<file path="src/sv/rc4_ram.sv">
// Generic simple dual-port RAM: one write port, one read port, registered read
// (read during write returns the old data). No dependencies.
`default_nettype none
module rc4_ram #(
  parameter int WIDTH = 8,
  parameter int DEPTH = 256
) (
  input  wire logic                                      clk,
  input  wire logic                                      we,
  input  wire logic [(DEPTH > 1 ? $clog2(DEPTH) : 1)-1:0] waddr,
  input  wire logic [WIDTH-1:0]                          wdata,
  input  wire logic [(DEPTH > 1 ? $clog2(DEPTH) : 1)-1:0] raddr,
  output logic      [WIDTH-1:0]                          rdata
);

  logic [WIDTH-1:0] mem [DEPTH];

  always_ff @(posedge clk) begin
    rdata <= mem[raddr];
    if (we) begin
      mem[waddr] <= wdata;
    end
  end

endmodule
`default_nettype wire

</file>
<file path="config.mk">
export PLATFORM = sky130hd
export DESIGN_NAME = rc4_ram
export DESIGN_NICKNAME = d
export VERILOG_FILES = /design/src/sv/rc4_ram.sv
export SDC_FILE = /design/constraint.sdc
export NUM_CORES = 2
export LEC_CHECK = 0
export ABC_AREA = 1
export BUFFER_PORTS_ARGS = -buffer_cell sky130_fd_sc_hd__buf_2
export CAP_MARGIN = 20
export CORE_ASPECT_RATIO = 1.4
export CORE_MARGIN = 10
export CORE_UTILIZATION = 45
export DETAILED_ROUTE_END_ITERATION = 16
export PLACE_DENSITY = 0.67
export SYNTH_ARGS = -nofsm -noshare
export SYNTH_HDL_FRONTEND = slang
export SYNTH_SLANG_ARGS = --single-unit
</file>
<file path="constraint.sdc">
create_clock -name clk -period 1.9 [get_ports clk]
set_input_delay 0 -clock clk [delete_from_list [all_inputs] [get_ports clk]]
set_output_delay 0 -clock clk [all_outputs]
set_load 0.05 [all_outputs]
</file>
==> impl_metrics.py <==
metrics = {
    "outcome": {
        "status": "finished, final reports clean",
    },
    "sta": {
        "max_freq_mhz": 533,
        "fin_worst_skew_ns": 0.0244,
        "final-setup-viol-count": 0,
        "finalSetupTns_ns": 0,
        "tightest_slew_ns": 0.784,
        "finalWorstSetupSlack_ns": 0.0250,
        "whs_ns": 0.0611,
        "rsz0062_at_grt": "false",
        "hold_violations": 0,
        "fin_crit_ns": 1.88,
        "final_max_slew_viol_count": 0,
        "period_share_pct": 98.7,
        "relSlewSlack_pct": 47.7,
    },
    "finish": {
        "nFillCells": 15400,
        "finalNetCount": 7399,
        "drive_above_1_share_pct": 12.2,
        "finish.utilization_pct": 52.6,
        "design_area_mm2": 0.0968,
        "syn_to_final_growth_pct": 16.0,
    },
    "detailed_routing": {
        "vias": 56500,
        "dr.pass1.iters": 6,
        "drcViolationCount": 0,
        "ant_nets": 0,
        "viasPerCell": 5.66,
        "drt_iter0_markers": 6894,
        "routed_wl_mm": 232,
        "wl_per_cell_um": 23.3,
    },
    "power_and_ir_drop": {
        "switching_share_pct": 22.3,
        "power_density_mw_per_mm2": 963,
        "power_frac_seq_pct": 53.7,
        "clkPwrFrac_pct": 39.3,
        "p_switching_mw": 20.7,
        "vdd_drop_max_v": 0.00100,
        "combPwrFrac_pct": 7.0,
        "cellInternalPower_mw": 72.4,
        "leakage_nw": 34.5,
    },
    "critical_path": {
        "cp_data_arrival_time_ns": 2.40,
        "cp-end-kind": "register",
        "worst_setup_path_start_kind": "primary input",
        "crit_start": "waddr[5]",
        "required_ns": 2.43,
        "r2r_start": "mem[9][0]",
        "cp_max_fo": 6,
        "path_class": "in -> reg",
    },
    "placed_design": {
        "io_buffers": 33,
        "gp_congestion": 0.959,
        "place_hpwl_mm": 148,
        "dpl_cell_area_mm2": 0.0907,
        "dp_slack_ns": -0.349,
    },
    "global_routing": {
        "antenna_found_initial": 13,
        "grt_pass1_wl_mm": 345,
        "grt_max_degree": 74,
        "grt_usage_pct": 22.4,
        "grt_pass1_vias": 54900,
        "grt-ovfl-total": 0,
    },
    "synth": {
        "ys_ff_latch": 2056,
        "synth.cell_area_mm2": 0.0834,
        "synth_nets": 7029,
        "yosysSeqAreaShare_pct": 73.9,
        "ys_warn_count": 0,
        "synth.distinct_cells": 14,
        "syn_area_per_cell_um2": 11.9,
        "synthCells": 7003,
    },
    "worst_hold_path": {
        "holdCritStartpoint": "waddr[6]",
        "min_path_type": "in -> reg",
    },
    "clocking": {
        "htree_num_levels": 4,
        "clock_path_buffers": 3,
        "numCtsBuffers": 181,
        "clkLatencyLatePin_ns": 0.83,
        "path_clk_slew_ns": 0.06,
        "cts_tree": "done",
        "cts.sinks": 2056,
        "ctsRootBufferMaster": "clkbuf_16",
    },
    "floorplan": {
        "coreArea_mm2": 0.184,
        "num_rows": 186,
        "die_area_mm2": 0.203,
        "io_pins": 34,
        "die_height_um": 529,
        "start_util_pct": 45.4,
        "die_w_um": 384,
    },
    "job": {
        "drv_cap": 0,
    },
}
critical path, cell delays in order:
cell and delay [ns]:
dlygate4sd3_1 0.62, buf_2 0.18, nand2_1 0.15, nor2_2 0.27, inv_1 0.16, dlygate4sd3_1 0.61
nor2_1 0.21, buf_4 0.20
power by group through the flow:
stage / clock network [mW] / registers, mW / logic [mW]
finish: 36.6 / 50.1 / 6.50
global route: 38.7 / 50.0 / 6.95
global placement: 0 / 51.0 / 6.31
floorplan: 0 / 51.1 / 3.09
CTS: 37.0 / 50.0 / 6.46
detailed placement: 0 / 51.0 / 6.39
cells in the final DEF, fill, tap and decap left out, types with 4 or more instances in the layout:
cell type	netlist	layout
buf_12	0	136
buf_2	268	21
buf_4	46	484
buf_8	1	11
bufinv_16	0	18
clkbuf_1	112	46
clkbuf_16	0	186
clkinv_1	0	38
clkinv_2	0	30
clkinvlp_4	0	4
dfxtp_1	8	7
diode_2	0	8
dlygate4sd3_1	0	18
edfxtp_1	2048	2048
inv_1	36	34
inv_6	0	5
nand2_1	2123	2119
nand2_2	0	4
nand3_1	2019	2013
nand3_2	0	6
nor2_1	283	281
layout make-up:
type                    count  area (µm²)  area share [%]
flip-flops and latches   2056       61700            63.7
well taps                2444        3060            3.16
inverters                  39         180           0.186
diodes                      8        20.0          0.0207
clock buffers             235        4870            5.03
repair buffers            670        6810            7.03
clock inverters            99         990            1.02
multi-input cells        4425       19200            19.8
metal layers:
metal	routed length [µm]	part of all wire, %	track usage [%]	vias up
li1	-	-	-	25600
met1	84700	36	27.3	27500
met2	116000	50	38.2	2736
met3	19100	8.2	3.74	601
met4	12800	5.5	11.7	4
met5	23	0.0099	0	-
registers in the layout, indices dropped and copies added (netlist names):
signal / flops
mem: 2048
rdata: 8
kinds of logic after synthesis:
logic type	share of synthesized area, %
buffers and inverters	3.12
AND/OR/NAND/NOR	22.9
flip-flops	73.9
per-stage QoR:
step / std cells / power (mW)
floorplan: 7003 / 54.2
global placement: 9616 / 57.3
global route: 9969 / 95.7
CTS: 9968 / 93.5
detailed placement: 9616 / 57.4
finish: 9976 / 93.1
cells in the mapped netlist, drive strengths merged:
| master | n | area [µm²] |
|---|---|---|
| dfxtp | 8 | 160 |
| inv | 39 | 149 |
| buf | 371 | 2030 |
| clkbuf | 112 | 420 |
| nor2 | 283 | 1060 |
| nand2 | 2123 | 7970 |
| edfxtp | 2048 | 61500 |
| nand3 | 2019 | 10100 |
final timing paths:
kind / endpoint / slack (ns) / cells past startpoint
worst max register to register: rdata[0] / 0.02 / 10
worst min-delay path: mem[232][2] / 0.06 / 5
worst min register to register: rdata[2] / 0.97 / 10
worst max-delay path: mem[189][1] / 0.02 / 8
repair_timing:
item	CTS	global route
hold buffers	18	0
buffers inserted	0	0
endpoints found under the setup margin	4	21
hold endpoints to repair	2103	0
resized for setup	5	6
No activity file was read; power rests on OpenSTA's default activity.
